<file path="src/hw/rtl/mwd_pkg.sv">
// ============================================================================
// mwd_pkg
// Shared word width, counter width and interface types of the multiword
// by single-word divider.
// ============================================================================
`default_nettype none

package mwd_pkg;

  // width of one dividend word and of the divisor as used by the datapath
  localparam int WORD_BITS  = 64;
  // width of the payload ports
  localparam int FIELD_BITS = 64;
  // bit counter holds up to two words of dividend bits
  localparam int CNT_W      = $clog2(2 * WORD_BITS + 1);

  typedef logic [WORD_BITS-1:0]   word_t;
  typedef logic [2*WORD_BITS-1:0] dword_t;
  typedef logic [CNT_W-1:0]       cnt_t;

  // request from the control path to the serial divider
  typedef struct packed {
    logic  start;
    word_t hi;
    word_t lo;
  } mwd_cmd_t;

  // status from the serial divider
  typedef struct packed {
    logic busy;
    logic done;
  } mwd_sts_t;

  // top level control states, one-hot
  typedef enum logic [2:0] {
    ST_IDLE = 3'b001,
    ST_CALC = 3'b010,
    ST_ERR  = 3'b100
  } mwd_state_t;

endpackage : mwd_pkg

`default_nettype wire

</file>
<file path="src/hw/rtl/mwd_serial_div.sv">
// ============================================================================
// mwd_serial_div
// Bit-serial restoring divider of a two-word value (hi:lo) by a one-word
// divisor. Gives the low word of the quotient and the exact remainder.
// ============================================================================
`default_nettype none

module mwd_serial_div import mwd_pkg::*; (
  input  wire logic     clk,
  input  wire logic     rst_n,
  input  wire mwd_cmd_t cmd,
  input  wire word_t    divisor,
  output mwd_sts_t      sts,
  output word_t         quotient,
  output word_t         remainder
);

  logic   busy_r, busy_nxt;
  logic   done_r, done_nxt;
  cnt_t   cnt_r, cnt_nxt;
  dword_t sh_r, sh_nxt;
  word_t  rem_r, rem_nxt;
  word_t  quo_r, quo_nxt;

  // one restoring step
  logic                 top_bit;
  word_t                shifted;
  logic [WORD_BITS:0]   diff;
  logic                 take;

  assign top_bit = rem_r[WORD_BITS-1];
  assign shifted = {rem_r[WORD_BITS-2:0], sh_r[2*WORD_BITS-1]};
  assign diff    = {top_bit, shifted} - {1'b0, divisor};
  assign take    = top_bit || !diff[WORD_BITS];

  // next state of the divider
  always_comb begin
    busy_nxt = busy_r;
    done_nxt = done_r;
    cnt_nxt  = cnt_r;
    sh_nxt   = sh_r;
    rem_nxt  = rem_r;
    quo_nxt  = quo_r;
    if (cmd.start) begin
      busy_nxt = 1'b1;
      done_nxt = 1'b0;
      quo_nxt  = '0;
      if (cmd.hi < divisor) begin
        // high word already reduced: only the low word needs stepping
        rem_nxt = cmd.hi;
        sh_nxt  = {cmd.lo, {WORD_BITS{1'b0}}};
        cnt_nxt = CNT_W'(WORD_BITS);
      end else begin
        rem_nxt = '0;
        sh_nxt  = {cmd.hi, cmd.lo};
        cnt_nxt = CNT_W'(2 * WORD_BITS);
      end
    end else if (busy_r) begin
      sh_nxt  = {sh_r[2*WORD_BITS-2:0], 1'b0};
      rem_nxt = take ? diff[WORD_BITS-1:0] : shifted;
      quo_nxt = {quo_r[WORD_BITS-2:0], take};
      cnt_nxt = cnt_r - CNT_W'(1);
      if (cnt_r == CNT_W'(1)) begin
        busy_nxt = 1'b0;
        done_nxt = 1'b1;
      end
    end
  end

  // control registers
  always_ff @(posedge clk) begin
    if (!rst_n) begin
      busy_r <= 1'b0;
      done_r <= 1'b0;
      cnt_r  <= '0;
    end else begin
      busy_r <= busy_nxt;
      done_r <= done_nxt;
      cnt_r  <= cnt_nxt;
    end
  end

  // datapath registers
  always_ff @(posedge clk) begin
    sh_r  <= sh_nxt;
    rem_r <= rem_nxt;
    quo_r <= quo_nxt;
  end

  assign sts.busy  = busy_r;
  assign sts.done  = done_r;
  assign quotient  = quo_r;
  assign remainder = rem_r;

endmodule : mwd_serial_div

`default_nettype wire

</file>
<file path="src/hw/rtl/multiword_by_word_division_top.sv">
// ============================================================================
// multiword_by_word_division_top
// Short division of a multiword unsigned dividend, streamed most significant
// word first, by a single-word divisor register.
// ============================================================================
//
//   channel  direction  handshake          payload
//   in_      input      in_valid/in_ready  in_dividend_word, in_final_word
//   out_     output     out_valid/out_ready out_quotient_word,
//                                          out_remainder_value,
//                                          out_end_of_number, out_zero_divisor
//   cfg_     input      cfg_wr_en          cfg_wr_data (divisor)
//
// Each accepted word is divided by the one-bit-per-cycle restoring divider, and
// its result is loaded into the output register once that register is free;
// when the carried remainder is not below the divisor both words are stepped.
// A zero divisor skips the divider and loads a zeroed result with the error flag.
// Reset sets the divisor to 1 and clears the carried remainder.
// A new word is taken while the previous result waits in the output register.
`default_nettype none

module multiword_by_word_division_top import mwd_pkg::*; (
  input  wire logic                  clk,
  input  wire logic                  rst_n,
  input  wire logic                  in_valid,
  output logic                       in_ready,
  input  wire logic [FIELD_BITS-1:0] in_dividend_word,
  input  wire logic                  in_final_word,
  output logic                       out_valid,
  input  wire logic                  out_ready,
  output logic [FIELD_BITS-1:0]      out_quotient_word,
  output logic [FIELD_BITS-1:0]      out_remainder_value,
  output logic                       out_end_of_number,
  output logic                       out_zero_divisor,
  input  wire logic                  cfg_wr_en,
  input  wire logic [FIELD_BITS-1:0] cfg_wr_data
);

  mwd_state_t state_r, state_nxt;
  word_t      divisor_r;
  word_t      part_rem_r, part_rem_nxt;
  logic       final_r;
  logic       out_valid_r, out_valid_nxt;
  word_t      out_quo_r;
  word_t      out_rem_r;
  logic       out_eon_r;
  logic       out_err_r;

  mwd_cmd_t   cmd;
  mwd_sts_t   sts;
  word_t      div_quo;
  word_t      div_rem;

  logic       in_fire;
  logic       out_free;
  logic       res_ready;
  logic       res_load;
  logic       div_zero;

  assign in_ready  = (state_r == ST_IDLE);
  assign in_fire   = in_valid && in_ready;
  assign out_free  = !out_valid_r || out_ready;
  assign div_zero  = (divisor_r == '0);
  assign res_ready = (state_r == ST_ERR) || ((state_r == ST_CALC) && sts.done);
  assign res_load  = res_ready && out_free;

  // start the divider on an accepted transaction with a usable divisor
  assign cmd.start = in_fire && !div_zero;
  assign cmd.hi    = part_rem_r;
  assign cmd.lo    = in_dividend_word[WORD_BITS-1:0];

  mwd_serial_div u_div (
    .clk       (clk),
    .rst_n     (rst_n),
    .cmd       (cmd),
    .divisor   (divisor_r),
    .sts       (sts),
    .quotient  (div_quo),
    .remainder (div_rem)
  );

  // control state machine
  always_comb begin
    state_nxt = state_r;
    unique case (state_r)
      ST_IDLE: begin
        if (in_fire) state_nxt = div_zero ? ST_ERR : ST_CALC;
      end
      ST_CALC: begin
        if (res_load) state_nxt = ST_IDLE;
      end
      ST_ERR: begin
        if (res_load) state_nxt = ST_IDLE;
      end
      default: state_nxt = ST_IDLE;
    endcase
  end

  // carried remainder and output valid
  always_comb begin
    part_rem_nxt  = part_rem_r;
    out_valid_nxt = out_valid_r;
    if (out_valid_r && out_ready) out_valid_nxt = 1'b0;
    if (res_load) begin
      out_valid_nxt = 1'b1;
      if (state_r == ST_CALC) part_rem_nxt = div_rem;
      if (final_r) part_rem_nxt = '0;
    end
  end

  // control registers
  always_ff @(posedge clk) begin
    if (!rst_n) begin
      state_r     <= ST_IDLE;
      divisor_r   <= word_t'(1);
      part_rem_r  <= '0;
      out_valid_r <= 1'b0;
    end else begin
      state_r     <= state_nxt;
      part_rem_r  <= part_rem_nxt;
      out_valid_r <= out_valid_nxt;
      if (cfg_wr_en) divisor_r <= cfg_wr_data[WORD_BITS-1:0];
    end
  end

  // transaction flag and output register
  always_ff @(posedge clk) begin
    if (in_fire) final_r <= in_final_word;
    if (res_load) begin
      out_eon_r <= final_r;
      out_err_r <= (state_r == ST_ERR);
      out_quo_r <= (state_r == ST_ERR) ? '0 : div_quo;
      out_rem_r <= (state_r == ST_ERR) ? '0 : div_rem;
    end
  end

  assign out_valid           = out_valid_r;
  assign out_quotient_word   = FIELD_BITS'(out_quo_r);
  assign out_remainder_value = FIELD_BITS'(out_rem_r);
  assign out_end_of_number   = out_eon_r;
  assign out_zero_divisor    = out_err_r;

endmodule : multiword_by_word_division_top

`default_nettype wire
</file>
<file path="config.mk">
export PLATFORM = sky130hd
export DESIGN_NAME = multiword_by_word_division_top
export DESIGN_NICKNAME = d
export VERILOG_FILES = /design/src/hw/rtl/mwd_pkg.sv /design/src/hw/rtl/mwd_serial_div.sv /design/src/hw/rtl/multiword_by_word_division_top.sv
export SDC_FILE = /design/constraint.sdc
export NUM_CORES = 1
export LEC_CHECK = 0
export BUFFER_PORTS_ARGS = -buffer_cell sky130_fd_sc_hd__buf_2
export CORE_MARGIN = 1.5
export CORE_UTILIZATION = 25
export DETAILED_ROUTE_END_ITERATION = 16
export RECOVER_POWER = 100
export SYNTH_ARGS = -nofsm -noshare
export SYNTH_HDL_FRONTEND = slang
export SYNTH_SLANG_ARGS = --single-unit
export TNS_END_PERCENT = 100
</file>
<file path="constraint.sdc">
create_clock -name clk -period 14.1 [get_ports clk]
set_input_delay 3.525 -clock clk [delete_from_list [all_inputs] [get_ports clk]]
set_output_delay 3.525 -clock clk [all_outputs]
set_load 0.01 [all_outputs]
</file>
======== Yosys cells after proc, flatten, opt, wreduce, memory -nomap -nowiden ========
Index checks and enable logic that the tools add are counted.
storage, ports and cells
  logic and storage cells ................. 66
  input port bits ......................... 134
  output and inout bits ................... 132
  bits in registers ....................... 529
operators by class
  $lt $le $gt $ge ......................... 1
  equal/unequal tests ..................... 6
  multiplexer cells ....................... 21
  add/subtract/negate cells ............... 2
  reductions and logical operators ........ 20
  bitwise operators ....................... 1
operators with widths
  kind                                                                count
  128-bit two-way mux                                                 3
  64-bit two-way mux                                                  6
  65-bit by 64-bit subtractor with 65-bit output                      1
  64-bit logical NOT                                                  1
  64-bit < comparator                                                 1
  8-bit two-way mux                                                   3
  3-bit two-way mux                                                   3
  8-bit by 1-bit == test with 1-bit output, second input constant     1
  8-bit by 1-bit subtractor with 8-bit output, second input constant  1
  3-bit one-hot mux with 2 select lines                               1
  2-bit AND reduction                                                 3
  2-bit nonzero test                                                  3
  1-bit logical AND                                                   5
  1-bit two-way mux                                                   5
  2-bit by 1-bit != test with 1-bit output, second input constant     2
  2-bit OR reduction                                                  2
  3-bit by 1-bit == test with 1-bit output, second input constant     1
  3-bit by 2-bit == test with 1-bit output, second input constant     1
  3-bit == test, second input constant                                1
  1-bit logical NOT                                                   3
  1-bit logical OR                                                    3
  1-bit NOT                                                           1

======== Longest topological paths before layout ========
Gate-level depths: netlist of the first run.
  word-level depth ........................ 6
  depth in mapped cells ................... 15

======== Hierarchy ========
A second synthesis of the first run with hierarchy kept.
unflattened totals
  cell total of the unflattened synthesis .. 2685
  area total of the unflattened synthesis .. 27641.5 um2
by module, submodules not included
  module                          seq. area each (um2)  instances  cells an instance  area each (um2)
  mwd_serial_div                  7247.0                1          1872               17563.1
  multiword_by_word_division_top  6576.3                1          813                10078.4

======== Worst setup path after synthesis of the first run ========
No wires, ideal clock.
  kind .................................... input -> register
  start ................................... input port out_ready
  end ..................................... register part_rem_r[10]
  data arrival time ....................... 11056 ps
  stages .................................. 8
  data required time ...................... 14035 ps
  path buffers ............................ 2
  setup slack ............................. 2979 ps
  path through ............................ nor2b_1 -> nor2b_1 -> o21ai_0 -> clkbuf_1 -> clkbuf_1 -> nor3b_1 -> a21oi_1 -> nor2b_1
on the way
  cells in the longest elaborated chain, start to end .. 3
ends and longest elaborated chain
  item                           RTL line                               RTL
  from (decl)                    multiword_by_word_division_top.sv:30   input wire logic out_ready,
  1-bit logical OR               multiword_by_word_division_top.sv:62   assign out_free = !out_valid_r || out_ready;
  1-bit logical AND              multiword_by_word_division_top.sv:65   assign res_load = res_ready && out_free;
  2-bit AND reduction (no line)  --
  to (signal assigned)           multiword_by_word_division_top.sv:120  part_rem_r <= part_rem_nxt;
  to (decl)                      multiword_by_word_division_top.sv:41   word_t part_rem_r, part_rem_nxt;
No other way between the ends.
A chain may end at the register's enable or synchronous reset.

======== Final worst setup path of the first run ========
  start ................................... input port in_valid
  end ..................................... register u_div.rem_r[57] (netlist: u_div.remainder[57]) (data pin)
on the way
  cells in the longest elaborated chain, start to end .. 3
ends and longest elaborated chain
  item                         RTL line                              RTL
  from (decl)                  multiword_by_word_division_top.sv:25  input wire logic in_valid,
  1-bit logical AND            multiword_by_word_division_top.sv:61  assign in_fire = in_valid && in_ready;
  named net in_fire            multiword_by_word_division_top.sv:54  logic in_fire;
  1-bit logical AND            multiword_by_word_division_top.sv:68  assign cmd.start = in_fire && !div_zero;
  64-bit two-way mux           mwd_serial_div.sv:44                  if (cmd.start) begin
  named net u_div.rem_nxt[57]  mwd_serial_div.sv:22                  word_t rem_r, rem_nxt;
  to (signal assigned)         mwd_serial_div.sv:86                  rem_r <= rem_nxt;
  to (decl)                    mwd_serial_div.sv:22
The timed path passes the listed nets, and every way through them passes these cells.

==> flow_summary.toml, run 1 <==
[min_path]
min_path_type = "reg2reg"
hp-start = "u_div.cnt_r[2]$_SDFFE_PN0P_"

[grt]
grt_pass1_wl_mm = 122
antenna_found_initial = 23
grt_pass1_vias = 19500
grt.overflow.total = 0
grt_max_degree = 160
track_usage_pct = 14.0

[synthesis]
synth.most_common_cell = "edfxtp_1"
synth_edf_count = 323
yosys_warnings = 0
synth_ff_type = "edfxtp_1"
synth_top_area_share_pct = 34.9
synth_cell_types = 82
synthTopCellsByArea = "edfxtp_1, dfxtp_1, mux2i_1"
postSynth.asyncResetShare_pct = 0
synth_area_per_cell_um2 = 10.2
yosys.area.top_type = "edfxtp_1"
synth_cells = 2731
syn-cell-area_mm2 = 0.0278
ys_ff_latch = 529
synth_seq_area_share_pct = 49.8
synth_common_cells = "edfxtp_1, nand2_1, nor2b_1, mux2i_1, dfxtp_1"
syn_nets = 2995

[layout]
drive_gt1_share_pct = 8.40
finalNetCount = 3161
seq_area_mm2 = 0.0138
fillers = 11500
areaGrowthSynthToFinish_pct = 15.4
multiInputGateArea_mm2 = 0.0129

[critical_path]
crit_fanout = 93
path_class = "in2reg"
worstSetupStartpointType = "input pin"
crit_path_end_kind = "flip-flop"
cp_slowest_cell = "nor2b_1"
startpoint = "in_valid"
path_cells = "buf_2 -> and2_0 -> nor2b_1 -> clkbuf_1 -> buf_4 -> nor2_1 -> nand4_1 -> o311ai_0"
critPathMaxStageDelay_ns = 2.24
arrival_ns = 10.04
r2r-start = "divisor_r[20]$_SDFFE_PN0P_"
critPathRequiredTime_ns = 14.37

[timing]
rsz0062_at_grt = "no"
finalSetupViolations = 0
worst_pin_slew_ns = 4.24
timing.hold.ws_ns = 0.481
slew_headroom_pct = -183
tns_ns = 0
finalHoldViolCount = 0
fin_skew_ns = 0.0375
max_freq_mhz = 102
post-route-min-period_ns = 9.77
fin_crit_sh_pct = 69.3
drv_slew = 869

[floorplanning]
die-area_mm2 = 0.113
dieHeight_um = 336
coreArea_mm2 = 0.110
die_w_um = 336
ios = 266
initial_core_util_pct = 25.2
rows = 122

[clock_tree]
numCtsBuffers = 54
clock_latency_ns = 0.65
cts_tree = "done"
clkSlewWorstSetupHoldPaths_ns = 0.06
cts_setup_buffers = 0
cts_buffer_depth = 3
cts-hold-fix-buffers = 0
clockRootBuffer = "clkbuf_16"
cts_resized = 0
htree_levels = 2
clkSinkCount = 529

[power_and_ir_drop]
pwr-share-clk_pct = 26.3
seqPwrFrac_pct = 36.8
power.total_uw = 5740
power_density_mw_per_mm2 = 179
p_sw_share_pct = 36.3
vdd_drop_max_uv = 115
leakage_uw = 0.0126
pwr-share-comb_pct = 36.9
cell_internal_pwr_uw = 3660
p_sw_uw = 2080

[drt]
num_vias = 20900
wl_mm = 82.0
drcViolationCount = 0
wl_per_cell_um = 18.5
drt-vias-per-instance = 4.71
drt_iter0_markers = 1535
postRouteAntennaNets = 0
first_pass_iters = 5

[place]
dp_hpwl_mm = 59.1
routabilityCongestion = 0.878
portBuffers = 265

[outcome]
status = "complete, but fails checks"
violations = "capacitance limit, slew limit"

[flow_run]
maxCapViolations = 13
==> metal layers <==
layer | part of all wire [%] | GRT usage, % | vias up | routed length (µm)
li1 | - | - | 10100 | -
met1 | 47 | 19.8 | 9993 | 38900
met2 | 44 | 21.5 | 629 | 35700
met3 | 7.7 | 3.45 | 109 | 6300
met4 | 1.2 | 2.37 | 26 | 998
met5 | 0.18 | 0 | - | 146
==> logic make-up after synthesis <==
| family | after synthesis | synth area share (%) |
|---|---|---|
| simple gates | 929 | 17.3 |
| compound gates | 613 | 13.6 |
| flops | 529 | 49.8 |
| buf+inv | 258 | 3.97 |
| mux | 209 | 7.53 |
| fa+ha+maj | 130 | 5.88 |
| xor+xnor | 63 | 1.99 |
==> flip-flops by register name, indices dropped and copies added (netlist names), 3 cells and up <==
signal	count
part_rem_r	64
out_remainder_value	64
u_div.cnt_r	8
out_quotient_word	64
divisor_r	64
state_r	3
u_div.quotient	64
u_div.remainder	64
u_div.sh_r	128
==> critical path, delay by kind of cell <==
family          cells  cell delay, ns
buf+inv             3            3.34
simple gates        4            3.00
compound gates      1            0.12
==> power by group through the flow <==
stage | logic (µW) | registers (µW) | clock network [µW]
after floorplan | 1650 | 2050 | 0
after global placement | 2070 | 2140 | 0
after detailed placement | 2090 | 2140 | 0
after CTS | 2100 | 2110 | 1540
after global routing | 2340 | 2140 | 1600
final | 2120 | 2110 | 1510
==> per-stage QoR <==
stage	worst slack (ns)	cell area, µm²	cells	utilization, %
after global routing	3.62	32100	4431	29.0
after global placement	6.80	30400	4329	27.6
after detailed placement	6.75	30400	4329	27.6
after floorplan	2.98	27800	2731	-
final	4.33	32100	4433	29.0
after CTS	7.41	32300	4430	29.3
==> final timing paths <==
check | endpoint | slack (ns) | cells after the start
min | u_div.cnt_r[2]$_SDFFE_PN0P_ | 0.48 | 2
max | u_div.remainder[57]$_DFFE_PP_ | 4.33 | 8
min reg2reg | u_div.cnt_r[2]$_SDFFE_PN0P_ | 0.48 | 2
max reg2reg | u_div.sh_r[79]$_DFFE_PP_ | 5.66 | 6
==> cells in the final DEF, fill, tap and decap left out, drive strengths merged, types with 7 or more instances in the layout <==
| cell type | count |
|---|---|
| dfxtp | 206 |
| and2 | 9 |
| buf | 141 |
| o211ai | 11 |
| a21oi | 174 |
| nand2 | 293 |
| xor2 | 27 |
| nand4 | 36 |
| mux2i | 209 |
| xnor2 | 36 |
| clkbuf | 213 |
| and3 | 18 |
| nor2 | 137 |
| nor3b | 63 |
| edfxtp | 323 |
| o21ai | 226 |
| o2bb2ai | 8 |
| a211oi | 9 |
| a31oi | 8 |
| clkinv | 18 |
| nor2b | 266 |
| inv | 88 |
| a22o | 25 |
| ha | 129 |
| o21bai | 9 |
| o21a | 13 |
| nand2b | 12 |
| a21o | 70 |
| nand3 | 45 |
| nor3 | 13 |
| nor4 | 24 |
| a221o | 7 |
==> area by class of cell <==
cell class                      instances  share of cell area [%]
Sequential cell                       529                    43.1
Inverter                               85                   0.995
Tap cell                             1488                    5.81
Clock inverter                         30                    1.05
Multi-Input combinational cell       1944                    40.2
Clock buffer                           71                    4.80
Antenna cell                            3                  0.0234
Timing Repair Buffer                  283                    4.02
No activity file was read; power rests on OpenSTA's default activity.
==> run 2: changes to the inputs <==
==> constraint.sdc (replaced) <==
create_clock -name clk -period 9.59 [get_ports clk]
set_input_delay 2.3975 -clock clk [delete_from_list [all_inputs] [get_ports clk]]
set_output_delay 2.3975 -clock clk [all_outputs]
set_load 0.01 [all_outputs]
==> flow_summary.toml, run 2 (synthesis results as in run 1) <==
[clock_tree]
clockRootBuffer = "clkbuf_16"
clkSlewWorstSetupHoldPaths_ns = 0.06
cts_resized = 0
clkSinkCount = 529
cts_buffer_depth = 3
cts-hold-fix-buffers = 0
cts_setup_buffers = 0
cts_tree = "done"
numCtsBuffers = 54
htree_levels = 2
clock_latency_ns = 0.66

[grt]
grt_pass1_wl_mm = 124
track_usage_pct = 14.2
grt_max_degree = 193
grt_pass1_vias = 19600
grt.overflow.total = 0
antenna_found_initial = 21

[critical_path]
cp_slowest_cell = "clkbuf_2"
critPathMaxStageDelay_ns = 3.26
crit_fanout = 192
path_delay_family = "buffers and inverters"
crit_buf_inv = 2
crit_path_end_kind = "flip-flop"
path_class = "in2reg"
path_cells = "buf_2 -> and2_0 -> nand2b_4 -> nand2b_2 -> clkbuf_2"
arrival_ns = 7.06
critPathRequiredTime_ns = 9.68
worstSetupStartpointType = "input pin"

[place]
placed_area_mm2 = 0.0304
portBuffers = 265
dp_hpwl_mm = 59.3
routabilityCongestion = 0.887
dp_cells = 4331
post-place-ws_ns = 4.51

[timing]
slew_headroom_pct = -262
drv_slew = 787
fin_crit_sh_pct = 72.7
worst_pin_slew_ns = 5.43
worst_slack_ns = 2.62
finalHoldViolCount = 0
post-route-min-period_ns = 6.97
finalSetupViolations = 0
max_freq_mhz = 143
rsz0062_at_grt = "no"
tns_ns = 0
fin_skew_ns = 0.0396

[drt]
num_vias = 20900
wl_per_cell_um = 18.5
postRouteAntennaNets = 0
first_pass_iters = 5
drt_iter0_markers = 1585
drcViolationCount = 0
drt-vias-per-instance = 4.70
wl_mm = 82.2

[floorplanning]
die-area_mm2 = 0.113
rows = 122
die_w_um = 336
coreArea_mm2 = 0.110
initial_core_util_pct = 25.2
ios = 266
dieHeight_um = 336

[flow_run]
maxCapViolations = 11

[layout]
finalNetCount = 3163
areaGrowthSynthToFinish_pct = 15.2
largest_reg_flops = 128
top_register = "u_div.sh_r"
utilization_pct = 29.0
mostFrequentLayoutCells = "edfxtp_1, nand2_1, nor2b_1"
drive_gt1_share_pct = 8.39
final_common_cell = "edfxtp_1"
design_area_mm2 = 0.0320
finalNonFillerCells = 4436
fillers = 11700

[power_and_ir_drop]
power_density_mw_per_mm2 = 263
vdd_drop_max_uv = 159
leakage_uw = 0.0126

[outcome]
status = "complete, but fails checks"
violations = "capacitance limit, slew limit"

[min_path]
min_path_type = "reg2reg"
run 2: changes by cell type in the layout (fill, tap and decap cells not counted), moves of 3 or more:
| cell | before | now |
|---|---|---|
| o21ai_0 | 187 | 202 |
| o21ai_1 | 37 | 22 |
| clkinv_1 | 5 | 2 |
| clkinvlp_4 | 5 | 2 |
| clkbuf_8 | 4 | 8 |
| buf_4 | 8 | 11 |
| clkbuf_1 | 151 | 157 |
run 2: per-layer routing:
metal	share of wire (%)	vias up	track usage, %
met5	0.14	-	0
met4	1.2	16	2.62
met3	6.3	92	2.53
met2	44	605	22.1
met1	48	9995	20.5
li1	-	10100	-
run 2: report_power, final:
group	internal, µW	switching [µW]	leakage, µW
Combinational	1270	1830	0.00689
Clock	1230	934	0.000895
Sequential	2860	277	0.00481
run 2: final cells by class:
type | count | area (µm²) | area share, %
inverters | 85 | 319 | 0.997
well taps | 1488 | 1860 | 5.82
diodes | 3 | 7.51 | 0.0235
multi-input cells | 1944 | 12900 | 40.2
clock buffers | 80 | 1570 | 4.91
flip-flops and latches | 529 | 13800 | 43.2
repair buffers | 285 | 1290 | 4.03
clock inverters | 22 | 256 | 0.801
run 2: metrics by stage:
step                      total power [µW]  hold WS [ns]
after floorplan                       5450         0.440
after global placement                6220         0.479
after detailed placement              6250         0.481
after CTS                             8450         0.491
after global routing                  8910         0.527
final                                 8400         0.489
run 2: path summary, 6_finish.rpt:
path                                                  start                     endpoint  slack (ns)  depth (start not counted)
worst min register to register  u_div.cnt_r[2]$_SDFFE_PN0P_  u_div.cnt_r[2]$_SDFFE_PN0P_        0.49                          2
worst min-delay path            u_div.cnt_r[2]$_SDFFE_PN0P_  u_div.cnt_r[2]$_SDFFE_PN0P_        0.49                          2
worst max register to register   divisor_r[21]$_SDFFE_PN0P_     u_div.sh_r[71]$_DFFE_PP_        2.89                          7
worst max-delay path                               in_valid     u_div.sh_r[71]$_DFFE_PP_        2.62                          5
run 2: worst min-delay path, delay by kind of cell, from the launching register on:
| kind | cells | cell delay, ns |
|---|---|---|
| AOI/OAI and AO/OA | 1 | 0.05 |
| DFF | 1 | 0.33 |
| and+or+nand+nor | 1 | 0.06 |
